File: config.mk
export PLATFORM = sky130hd
export DESIGN_NAME = noise_gate_hold_expander
export DESIGN_NICKNAME = d
export VERILOG_FILES = /design/src/sv/ngx_pkg.sv /design/src/sv/ngx_mul.sv /design/src/sv/ngx_phase.sv /design/src/sv/noise_gate_hold_expander.sv
export SDC_FILE = /design/constraint.sdc
export NUM_CORES = 2
export LEC_CHECK = 0
export BUFFER_PORTS_ARGS = -buffer_cell sky130_fd_sc_hd__buf_2
export CORE_ASPECT_RATIO = 0.75
export CORE_MARGIN = 10
export CORE_UTILIZATION = 45
export CTS_CLUSTER_DIAMETER = 40
export DETAILED_ROUTE_END_ITERATION = 10
export PLACE_DENSITY = 0.68
export SETUP_SLACK_MARGIN = 0.02
export SLEW_MARGIN = 20
export SYNTH_ARGS = -nofsm -noshare
export SYNTH_HDL_FRONTEND = slang
export SYNTH_HIERARCHICAL = 1
export SYNTH_SLANG_ARGS = --single-unit
File: constraint.sdc
create_clock -name clk -period 6.6 [get_ports clk]
set_input_delay 0 -clock clk [delete_from_list [all_inputs] [get_ports clk]]
set_output_delay 0 -clock clk [all_outputs]
set_load 0.02 [all_outputs]
File: src/sv/ngx_pkg.sv
// Package for the noise gate with hold and expansion.
// Holds shared widths, gain constants, enums, structs and the exp2 factor table.
// No dependencies.
`default_nettype none
package ngx_pkg;

  localparam int GAIN_W  = 16;
  localparam int CFG_W   = 23;
  localparam int HOLD_W  = 19;
  localparam int LEVEL_W = 23;
  localparam int MUL_W   = 64;
  localparam int MULB_W  = 32;
  localparam int NB_W    = 6;
  localparam int FAC_W   = 31;
  localparam int FAC_MAX = 12;
  localparam int FI_W    = 4;

  localparam logic [GAIN_W-1:0] UNITY        = 16'd32768;
  localparam logic [GAIN_W-1:0] OPEN_MARK    = 16'd32440;
  localparam logic [GAIN_W-1:0] CLOSE_MARGIN = 16'd33;

  typedef enum logic [2:0] {
    PH_CLOSED  = 3'd0,
    PH_ATTACK  = 3'd1,
    PH_OPEN    = 3'd2,
    PH_HOLD    = 3'd3,
    PH_RELEASE = 3'd4
  } phase_t;

  typedef enum logic [2:0] {
    CFG_ENABLE    = 3'd0,
    CFG_THRESHOLD = 3'd1,
    CFG_CLOSED    = 3'd2,
    CFG_ATTACK    = 3'd3,
    CFG_RELEASE   = 3'd4,
    CFG_HOLD      = 3'd5,
    CFG_INV_RATIO = 3'd6,
    CFG_EXPAND    = 3'd7
  } cfg_idx_t;

  typedef enum logic [3:0] {
    S_IDLE,
    S_SM1,
    S_SM2,
    S_NORM,
    S_SQ,
    S_LM,
    S_EXP,
    S_SCL,
    S_SCR,
    S_DONE
  } seq_t;

  typedef struct packed {
    logic [2:0]        phase;
    logic [GAIN_W-1:0] sgain;
    logic [HOLD_W-1:0] hold;
    logic              above;
    logic [GAIN_W-1:0] cg;
    logic [HOLD_W-1:0] hold_samples;
  } phase_in_t;

  typedef struct packed {
    phase_t            phase;
    logic [GAIN_W-1:0] sgain;
    logic [HOLD_W-1:0] hold;
    logic [GAIN_W-1:0] target;
  } phase_out_t;

  typedef logic [FAC_MAX:1][FAC_W-1:0] fac_tab_t;

  function automatic logic [63:0] isqrt64(input logic [63:0] v_in);
    logic [63:0] v;
    logic [63:0] r;
    logic [63:0] b;
    v = v_in;
    r = 64'd0;
    b = 64'd1 << 62;
    while (b > v) b = b >> 2;
    while (b != 64'd0) begin
      if (v >= r + b) begin
        v = v - (r + b);
        r = (r >> 1) + b;
      end else begin
        r = r >> 1;
      end
      b = b >> 2;
    end
    return r;
  endfunction

  function automatic fac_tab_t build_fac();
    fac_tab_t t;
    t[1] = FAC_W'(isqrt64(64'd1 << 59));
    for (int i = 2; i <= FAC_MAX; i++) begin
      t[i] = FAC_W'(isqrt64(64'(t[i-1]) << 30));
    end
    return t;
  endfunction

  localparam fac_tab_t FAC_TAB = build_fac();

endpackage
`default_nettype wire

File: src/sv/ngx_mul.sv
// Bit-serial shift-and-add multiplier, one multiplier bit per cycle.
// Depends on ngx_pkg.
`default_nettype none
module ngx_mul
  import ngx_pkg::*;
(
  input  wire logic              clk,
  input  wire logic              rst,
  input  wire logic              start,
  input  wire logic [MUL_W-1:0]  a,
  input  wire logic [MULB_W-1:0] b,
  input  wire logic [NB_W-1:0]   nb,
  output logic                   done,
  output logic [MUL_W-1:0]       prod
);

  logic              busy;
  logic [NB_W-1:0]   cnt;
  logic [MUL_W-1:0]  a_sh;
  logic [MULB_W-1:0] b_sh;

  always_ff @(posedge clk) begin
    if (rst) begin
      busy <= 1'b0;
      done <= 1'b0;
    end else begin
      done <= 1'b0;
      if (start) begin
        busy <= 1'b1;
        cnt  <= nb;
        prod <= '0;
        a_sh <= a;
        b_sh <= b;
      end else if (busy) begin
        if (b_sh[0]) prod <= prod + a_sh;
        a_sh <= a_sh << 1;
        b_sh <= b_sh >> 1;
        cnt  <= cnt - 1'b1;
        if (cnt == NB_W'(1)) begin
          busy <= 1'b0;
          done <= 1'b1;
        end
      end
    end
  end

endmodule
`default_nettype wire

File: src/sv/ngx_phase.sv
// Five-phase gate transition logic: next phase, smoothed gain, hold count and target gain.
// Depends on ngx_pkg.
`default_nettype none
module ngx_phase
  import ngx_pkg::*;
(
  input  wire phase_in_t pi,
  output phase_out_t     po
);

  logic [GAIN_W:0] rel_lim;

  always_comb begin
    rel_lim   = {1'b0, pi.cg} + {1'b0, CLOSE_MARGIN};
    po.phase  = PH_CLOSED;
    po.sgain  = pi.sgain;
    po.hold   = pi.hold;
    po.target = pi.cg;
    case (pi.phase)
      PH_ATTACK: begin
        po.target = UNITY;
        po.phase  = PH_ATTACK;
        if (pi.sgain >= OPEN_MARK) begin
          po.phase = PH_OPEN;
          po.sgain = UNITY;
        end
        if (!pi.above) begin
          po.phase = PH_HOLD;
          po.hold  = pi.hold_samples;
        end
      end
      PH_OPEN: begin
        po.target = UNITY;
        po.phase  = PH_OPEN;
        if (!pi.above) begin
          po.phase = PH_HOLD;
          po.hold  = pi.hold_samples;
        end
      end
      PH_HOLD: begin
        po.target = UNITY;
        po.phase  = PH_HOLD;
        if (pi.above) begin
          po.phase = PH_OPEN;
        end else begin
          if (pi.hold <= HOLD_W'(1)) po.phase = PH_RELEASE;
          if (pi.hold != '0) po.hold = pi.hold - 1'b1;
        end
      end
      PH_RELEASE: begin
        po.phase = PH_RELEASE;
        if (pi.above) begin
          po.phase = PH_ATTACK;
        end else if ({1'b0, pi.sgain} <= rel_lim) begin
          po.phase = PH_CLOSED;
          po.sgain = pi.cg;
        end
      end
      default: begin
        po.phase = pi.above ? PH_ATTACK : PH_CLOSED;
      end
    endcase
  end

endmodule
`default_nettype wire

File: src/sv/noise_gate_hold_expander.sv
// Stereo noise gate with hold phase, one-pole gain smoothing and an optional
// expansion curve. With the gate enabled, the one bit-serial multiplier carries
// every product of an item in turn. Depends on ngx_pkg, ngx_mul, ngx_phase.
`default_nettype none
module noise_gate_hold_expander
  import ngx_pkg::*;
#(
  parameter int SAMPLE_BITS    = 24,
  parameter int LOG_TABLE_BITS = 8
) (
  input  wire logic                          clk,
  input  wire logic                          rst,
  input  wire logic                          cfg_valid,
  output logic                               cfg_ready,
  input  wire logic [2:0]                    cfg_index,
  input  wire logic [CFG_W-1:0]              cfg_data,
  input  wire logic                          in_valid,
  output logic                               in_ready,
  input  wire logic [LEVEL_W-1:0]            detected_level,
  input  wire logic signed [SAMPLE_BITS-1:0] left_in,
  input  wire logic signed [SAMPLE_BITS-1:0] right_in,
  output logic                               out_valid,
  input  wire logic                          out_ready,
  output logic signed [SAMPLE_BITS-1:0]      left_out,
  output logic signed [SAMPLE_BITS-1:0]      right_out,
  output logic [GAIN_W-1:0]                  final_gain,
  output logic [2:0]                         gate_phase
);

  localparam int L     = LOG_TABLE_BITS;
  localparam int SB    = SAMPLE_BITS;
  localparam int VW    = L + 4;
  localparam int VI_W  = $clog2(VW);
  localparam int EB_W  = $clog2(L + 1);
  localparam int SQ_W  = $clog2(L);
  localparam logic signed [MUL_W-1:0] SMAX = (MUL_W'(1) << (SB - 1)) - MUL_W'(1);
  localparam logic signed [MUL_W-1:0] SMIN = -SMAX - MUL_W'(1);

  logic                     gate_enable;
  logic [LEVEL_W-1:0]       threshold_level;
  logic [GAIN_W-1:0]        closed_gain;
  logic [14:0]              attack_coef;
  logic [14:0]              release_coef;
  logic [HOLD_W-1:0]        hold_samples;
  logic [GAIN_W-1:0]        inv_ratio;
  logic                     expand_on;

  seq_t                     state, state_next;
  phase_t                   phase_reg, phase_reg_next;
  logic [GAIN_W-1:0]        smoothed_gain, smoothed_gain_next;
  logic [HOLD_W-1:0]        hold_left, hold_left_next;
  logic                     issued, issued_next;
  logic signed [SB-1:0]     xl, xl_next, xr, xr_next;
  logic [14:0]              coef, coef_next;
  logic [GAIN_W-1:0]        tgt, tgt_next;
  logic [31:0]              sacc, sacc_next;
  logic [GAIN_W-1:0]        m, m_next;
  logic [3:0]               lz, lz_next;
  logic [L-1:0]             frac, frac_next;
  logic [SQ_W-1:0]          cnt, cnt_next;
  logic [VW-1:0]            v, v_next;
  logic [FAC_W-1:0]         val, val_next;
  logic [EB_W-1:0]          ebit, ebit_next;
  logic [GAIN_W-1:0]        fg, fg_next;
  logic signed [SB-1:0]     res_l, res_l_next, res_r, res_r_next;

  logic                     mul_start;
  logic [MUL_W-1:0]         mul_a;
  logic [MULB_W-1:0]        mul_b;
  logic [NB_W-1:0]          mul_nb;
  logic                     mul_done;
  logic [MUL_W-1:0]         mul_prod;

  phase_in_t                pin;
  phase_out_t               pout;

  logic [GAIN_W-1:0]        cg, ir;
  logic [31:0]              sum;
  logic [16:0]              gq;
  logic [GAIN_W-1:0]        g16;
  logic [16:0]              m2;
  logic [VW-1:0]            logv;
  logic [VI_W-1:0]          vi;
  logic [FI_W-1:0]          fidx;
  logic [3:0]               q;
  logic [4:0]               shamt;
  logic [31:0]              rnd;
  logic [GAIN_W-1:0]        e16;
  logic signed [MUL_W-1:0]  scl;

  assign cfg_ready = 1'b1;
  assign in_ready  = (state == S_IDLE);

  always_ff @(posedge clk) begin
    if (rst) begin
      gate_enable     <= 1'b0;
      threshold_level <= '0;
      closed_gain     <= '0;
      attack_coef     <= '0;
      release_coef    <= '0;
      hold_samples    <= '0;
      inv_ratio       <= UNITY;
      expand_on       <= 1'b0;
    end else if (cfg_valid) begin
      case (cfg_idx_t'(cfg_index))
        CFG_ENABLE:    gate_enable     <= cfg_data[0];
        CFG_THRESHOLD: threshold_level <= cfg_data[LEVEL_W-1:0];
        CFG_CLOSED:    closed_gain     <= cfg_data[GAIN_W-1:0];
        CFG_ATTACK:    attack_coef     <= cfg_data[14:0];
        CFG_RELEASE:   release_coef    <= cfg_data[14:0];
        CFG_HOLD:      hold_samples    <= cfg_data[HOLD_W-1:0];
        CFG_INV_RATIO: inv_ratio       <= cfg_data[GAIN_W-1:0];
        CFG_EXPAND:    expand_on       <= cfg_data[0];
        default:       gate_enable     <= gate_enable;
      endcase
    end
  end

  ngx_mul u_mul (
    .clk   (clk),
    .rst   (rst),
    .start (mul_start),
    .a     (mul_a),
    .b     (mul_b),
    .nb    (mul_nb),
    .done  (mul_done),
    .prod  (mul_prod)
  );

  assign cg = (closed_gain > UNITY) ? UNITY : closed_gain;
  assign ir = (inv_ratio > UNITY) ? UNITY : inv_ratio;

  always_comb begin
    pin.phase        = phase_reg;
    pin.sgain        = smoothed_gain;
    pin.hold         = hold_left;
    pin.above        = detected_level > threshold_level;
    pin.cg           = cg;
    pin.hold_samples = hold_samples;
  end

  ngx_phase u_phase (
    .pi (pin),
    .po (pout)
  );

  always_ff @(posedge clk) begin
    if (rst) begin
      state         <= S_IDLE;
      phase_reg     <= PH_CLOSED;
      smoothed_gain <= '0;
      hold_left     <= '0;
      issued        <= 1'b0;
      out_valid     <= 1'b0;
    end else begin
      state         <= state_next;
      phase_reg     <= phase_reg_next;
      smoothed_gain <= smoothed_gain_next;
      hold_left     <= hold_left_next;
      issued        <= issued_next;
      if (state == S_DONE && (!out_valid || out_ready)) begin
        out_valid  <= 1'b1;
        left_out   <= res_l;
        right_out  <= res_r;
        final_gain <= fg;
        gate_phase <= phase_reg;
      end else if (out_ready) begin
        out_valid <= 1'b0;
      end
    end
    xl    <= xl_next;
    xr    <= xr_next;
    coef  <= coef_next;
    tgt   <= tgt_next;
    sacc  <= sacc_next;
    m     <= m_next;
    lz    <= lz_next;
    frac  <= frac_next;
    cnt   <= cnt_next;
    v     <= v_next;
    val   <= val_next;
    ebit  <= ebit_next;
    fg    <= fg_next;
    res_l <= res_l_next;
    res_r <= res_r_next;
  end

  always_comb begin
    state_next         = state;
    phase_reg_next     = phase_reg;
    smoothed_gain_next = smoothed_gain;
    hold_left_next     = hold_left;
    issued_next        = issued;
    xl_next            = xl;
    xr_next            = xr;
    coef_next          = coef;
    tgt_next           = tgt;
    sacc_next          = sacc;
    m_next             = m;
    lz_next            = lz;
    frac_next          = frac;
    cnt_next           = cnt;
    v_next             = v;
    val_next           = val;
    ebit_next          = ebit;
    fg_next            = fg;
    res_l_next         = res_l;
    res_r_next         = res_r;
    mul_start          = 1'b0;
    mul_a              = '0;
    mul_b              = '0;
    mul_nb             = NB_W'(GAIN_W);

    sum   = sacc + mul_prod[31:0] + 32'd16384;
    gq    = sum[31:15];
    g16   = (gq > {1'b0, UNITY}) ? UNITY : gq[GAIN_W-1:0];
    m2    = mul_prod[31:15];
    logv  = {lz, {L{1'b0}}} - VW'(frac);
    vi    = VI_W'(ebit) - VI_W'(1);
    fidx  = FI_W'(L + 1) - FI_W'(ebit);
    q     = v[VW-1:L];
    shamt = 5'd15 + 5'(q);
    rnd   = 32'(val) + (32'd1 << (shamt - 5'd1));
    e16   = 16'(rnd >> shamt);
    scl   = signed'(mul_prod + MUL_W'(16384)) >>> 15;

    case (state)
      S_IDLE: begin
        if (in_valid) begin
          xl_next = left_in;
          xr_next = right_in;
          if (!gate_enable) begin
            phase_reg_next     = PH_CLOSED;
            smoothed_gain_next = '0;
            hold_left_next     = '0;
            res_l_next         = left_in;
            res_r_next         = right_in;
            fg_next            = UNITY;
            state_next         = S_DONE;
          end else begin
            phase_reg_next     = pout.phase;
            smoothed_gain_next = pout.sgain;
            hold_left_next     = pout.hold;
            tgt_next           = pout.target;
            coef_next          = (pout.target > pout.sgain) ? attack_coef : release_coef;
            state_next         = S_SM1;
          end
        end
      end
      S_SM1: begin
        mul_a       = MUL_W'(smoothed_gain);
        mul_b       = MULB_W'(coef);
        mul_start   = !issued;
        issued_next = 1'b1;
        if (mul_done) begin
          issued_next = 1'b0;
          sacc_next   = mul_prod[31:0];
          state_next  = S_SM2;
        end
      end
      S_SM2: begin
        mul_a       = MUL_W'(tgt);
        mul_b       = MULB_W'(UNITY - GAIN_W'(coef));
        mul_start   = !issued;
        issued_next = 1'b1;
        if (mul_done) begin
          issued_next        = 1'b0;
          smoothed_gain_next = g16;
          fg_next            = g16;
          state_next         = S_SCL;
          if (expand_on && g16 < UNITY) begin
            if (g16 == '0) begin
              fg_next = cg;
            end else begin
              m_next     = g16;
              lz_next    = '0;
              state_next = S_NORM;
            end
          end
        end
      end
      S_NORM: begin
        if (m[GAIN_W-1]) begin
          cnt_next   = '0;
          frac_next  = '0;
          state_next = S_SQ;
        end else begin
          m_next  = m << 1;
          lz_next = lz + 4'd1;
        end
      end
      S_SQ: begin
        mul_a       = MUL_W'(m);
        mul_b       = MULB_W'(m);
        mul_start   = !issued;
        issued_next = 1'b1;
        if (mul_done) begin
          issued_next = 1'b0;
          frac_next   = {frac[L-2:0], m2[16]};
          m_next      = m2[16] ? m2[16:1] : m2[15:0];
          cnt_next    = cnt + 1'b1;
          if (cnt == SQ_W'(L - 1)) state_next = S_LM;
        end
      end
      S_LM: begin
        mul_a       = MUL_W'(logv);
        mul_b       = MULB_W'(ir);
        mul_start   = !issued;
        issued_next = 1'b1;
        if (mul_done) begin
          issued_next = 1'b0;
          v_next      = VW'((mul_prod + MUL_W'(16384)) >> 15);
          val_next    = FAC_W'(1) << 30;
          ebit_next   = EB_W'(L);
          state_next  = S_EXP;
        end
      end
      S_EXP: begin
        mul_a  = MUL_W'(val);
        mul_b  = MULB_W'(FAC_TAB[fidx]);
        mul_nb = NB_W'(FAC_W);
        if (ebit == '0) begin
          fg_next    = (e16 > cg) ? e16 : cg;
          state_next = S_SCL;
        end else if (!v[vi]) begin
          ebit_next = ebit - 1'b1;
        end else begin
          mul_start   = !issued;
          issued_next = 1'b1;
          if (mul_done) begin
            issued_next = 1'b0;
            val_next    = FAC_W'((mul_prod + (MUL_W'(1) << 29)) >> 30);
            ebit_next   = ebit - 1'b1;
          end
        end
      end
      S_SCL: begin
        mul_a       = MUL_W'(xl);
        mul_b       = MULB_W'(fg);
        mul_start   = !issued;
        issued_next = 1'b1;
        if (mul_done) begin
          issued_next = 1'b0;
          res_l_next  = (scl > SMAX) ? SB'(SMAX) : (scl < SMIN) ? SB'(SMIN) : SB'(scl);
          state_next  = S_SCR;
        end
      end
      S_SCR: begin
        mul_a       = MUL_W'(xr);
        mul_b       = MULB_W'(fg);
        mul_start   = !issued;
        issued_next = 1'b1;
        if (mul_done) begin
          issued_next = 1'b0;
          res_r_next  = (scl > SMAX) ? SB'(SMAX) : (scl < SMIN) ? SB'(SMIN) : SB'(scl);
          state_next  = S_DONE;
        end
      end
      S_DONE: begin
        if (!out_valid || out_ready) state_next = S_IDLE;
      end
      default: begin
        state_next = S_IDLE;
      end
    endcase
  end

endmodule
`default_nettype wire

==> impl_metrics.ini <==
[finish]
fin_nets = 4820
drive_gt1_share_pct = 15.38
layout.cells.non_filler = 5697
reg_top3 = u_mul/a_sh: 64 flops, u_mul/prod: 64 flops
post-route-util_pct = 52.89
fillers = 7908
areaGrowthSynthToFinish_pct = 15.99

[worst_setup_path]
path_max_fanout = 5
crit_top_cell = buf_4
cp_slowest_cell = or3_1
crit_family = compound AO/OA/AOI/OAI gates
arrival_ns = 6.69
cpPeakStageDelay_ns = 0.36
path_class = reg2reg
end_kind = flop
crit_path_start_kind = flop
crit_buf_inv = 5
crit_required_ns = 6.99

[clocking]
htreeDepth = 3
clockBufferDepth = 3
cts.sinks = 638
cts_buffers = 92
cts_root_buf = clkbuf_16
clkTransAtPathRegs_ns = 0.06
cts_tree = yes
clk_latency_ns = 0.68

[die]
die_w_um = 365.0
std_cell_rows = 94
dieArea_mm2 = 0.1017
die_h_um = 278.7
start_util_pct = 45.60
boundaryPins = 172
core_area_mm2 = 0.08809

[sta]
setup_violations = 0
min_period_over_period_pct = 95.43
setup_tns_ns = 0
fmax_ghz = 0.1588
slew_headroom_pct = 24.63
period_minus_slack_ns = 6.298
fin_skew_ns = 0.04483
final_hold_viol_count = 0
maxSlewViolCount = 0
tightest_slew_ns = 1.126
setup_slack_ns = 0.3017

[place]
dp.final_hpwl_um = 107500
port_buffers = 170
pre_cts_ws_ns = 0.07570
place.gp.congestion = 1.006
place_inst = 5441

[synthesis]
synth.distinct_cells = 121
ys_ff_latch = 638
synthFlopType = edfxtp_1
synth_edf_count = 486
synth_cells = 4212
syn_avg_cell_area_um2 = 9.537
synth_seq_area_share_pct = 43.91
syn_area_mm2 = 0.04017
async_reset_ff_share_pct = 0
ys_warn_count = 6

[grt]
grt_usage_pct = 26.68
grt_pass1_wl_um = 208700
grt_pass1_vias = 32050
antenna_found_initial = 5
grt_start_max_net_pins = 91
grt-ovfl-total = 0

[power]
leakagePower_nw = 17.52
pwr-share-clk_pct = 22.6
comb_power_share_pct = 45.7
p_switching_mw = 9.370
finalPower_mw = 21.70
cellInternalPower_mw = 12.33
power_density_mw_per_mm2 = 465.7
switching_share_pct = 43.19
irDropWorstVdd_mv = 0.3431
seq_power_share_pct = 31.8

[detailed_routing]
vias_per_cell = 6.204
postRouteAntennaNets = 0
dr.pass1.iters = 9
drc = 0
wl_um = 141100
wl_per_cell_um = 24.77
drtIter0Drc = 4986
dr_total_vias = 35340

[job]
cap_violations = 0

[hold_path]
min_path_type = in2reg

[outcome]
outcome = finished, final reports clean
-- power by group through the flow --
stage	Clock, mW	Sequential [mW]	Combinational (mW)
global route	5.11	6.95	10.7
floorplan	0	6.40	6.93
global placement	0	6.89	9.40
CTS	4.95	6.84	9.60
detailed placement	0	6.91	9.49
finish	4.89	6.90	9.91
-- worst min-delay path, stage by stage --
cell	delay (ns)
buf_2	0.16
nand2_1	0.07
buf_4	0.25
nand2_1	0.12
a21oi_1	0.05
-- worst paths after layout --
path                  from             to  slack, ns  cells past startpoint
setup / recovery      v[9]          fg[8]       0.30                     30
hold / removal    in_valid  hold_left[10]       0.07                      5
setup reg to reg      v[9]          fg[8]       0.30                     30
hold reg to reg   res_l[5]    left_out[5]       0.41                      0
-- kinds of logic after synthesis --
| family | Yosys count | synth area share [%] |
|---|---|---|
| flops | 638 | 43.91 |
| buf+inv | 377 | 3.862 |
| simple gates | 1475 | 16.95 |
| compound gates | 1073 | 17.58 |
| mux | 209 | 5.738 |
| other cells | 2 | 0.01870 |
| xor+xnor | 188 | 4.137 |
| fa+ha+maj | 250 | 7.806 |
-- layout make-up --
cell class	instances	area (um^2)	share of cell area [%]
antenna	1	2.502	0.005371
clock buffer	103	2385	5.118
clock inverter	67	658.1	1.413
inverter	163	611.8	1.313
multi-input combinational	3207	21270	45.65
sequential	638	17640	37.85
tap	1152	1441	3.094
timing repair buffer	366	2586	5.551
-- layer usage --
metal / vias up / global-route usage [%] / routed length, um
li1: 16160 / - / -
met1: 16960 / 41.17 / 64900
met2: 1949 / 35.03 / 54570
met3: 271 / 7.848 / 17480
met4: 4 / 7.667 / 4134
met5: - / 0 / 22
-- synthesized netlist by cell type, types with 20 or more instances --
master	count	area share (%)
a22oi_1	26	0.49
xor2_1	69	1.5
a21oi_1	370	4.6
buf_2	22	0.27
a21o_1	70	1.3
nand4_1	80	1.2
dfxtp_1	152	7.6
o31ai_1	20	0.37
a31oi_1	31	0.48
nor2b_1	27	0.42
mux2_2	125	3.5
mux2i_1	75	1.9
nand3_1	144	1.8
a222oi_1	29	0.72
o21ai_0	168	2.1
inv_1	161	1.5
ha_1	249	7.8
clkbuf_1	158	1.5
o21ai_1	38	0.47
and2_1	33	0.51
nand2b_1	24	0.37
o211ai_1	34	0.64
nand2_1	549	5.1
nor3_1	93	1.2
and3_1	28	0.44
xnor2_1	117	2.6
o21a_1	32	0.60
nor4_1	30	0.47
edfxtp_1	486	36
a211oi_1	22	0.41
nor2_1	370	3.5
o21bai_1	24	0.45
-- through the flow --
step	hold WS [ns]	cell area, um^2
2_1_floorplan	0.07580	40210
3_3_place_gp	0.1951	42530
3_5_place_dp	0.1982	42530
4_1_cts	0.007552	46360
5_1_grt	0.05111	46590
6_report	0.06894	46590
-- layout by cell type, fill, tap and decap left out, types with 14 or more instances in the layout --
master	synthesis	final
nor4_1	30	27
a21oi_1	370	368
xor2_1	69	68
a31oi_1	31	29
o21bai_1	24	24
inv_1	161	159
xnor2_1	117	114
buf_2	22	169
o21ai_1	38	39
a221oi_1	18	18
a221o_1	18	18
a22oi_1	26	25
dfxtp_1	152	152
nand2b_1	24	23
a211oi_1	22	22
or3_1	18	18
inv_6	0	19
buf_4	5	113
nor2_1	370	360
o21a_1	32	32
nand2_1	549	545
a222oi_1	29	29
mux2_2	125	125
nand4_1	80	80
nor3_1	93	86
nor2b_1	27	27
o22ai_1	18	17
o21ai_0	168	167
nand3_1	144	144
edfxtp_1	486	486
a21o_1	70	70
mux2i_1	75	74
dlygate4sd3_1	0	78
o211ai_1	34	34
and2_1	33	33
clkbuf_16	0	93
and3_1	28	28
o31ai_1	20	20
ha_1	249	248
or2_2	14	14
-- what timing repair did --
action | in CTS | in global routing
gates resized for setup | 0 | 32
hold endpoints to repair | 218 | 0
endpoints found under the setup margin | 9 | 30
hold buffers | 78 | 0
buffers inserted | 0 | 7
pin swaps | 1 | 4
(Power assumes the default switching activity.)
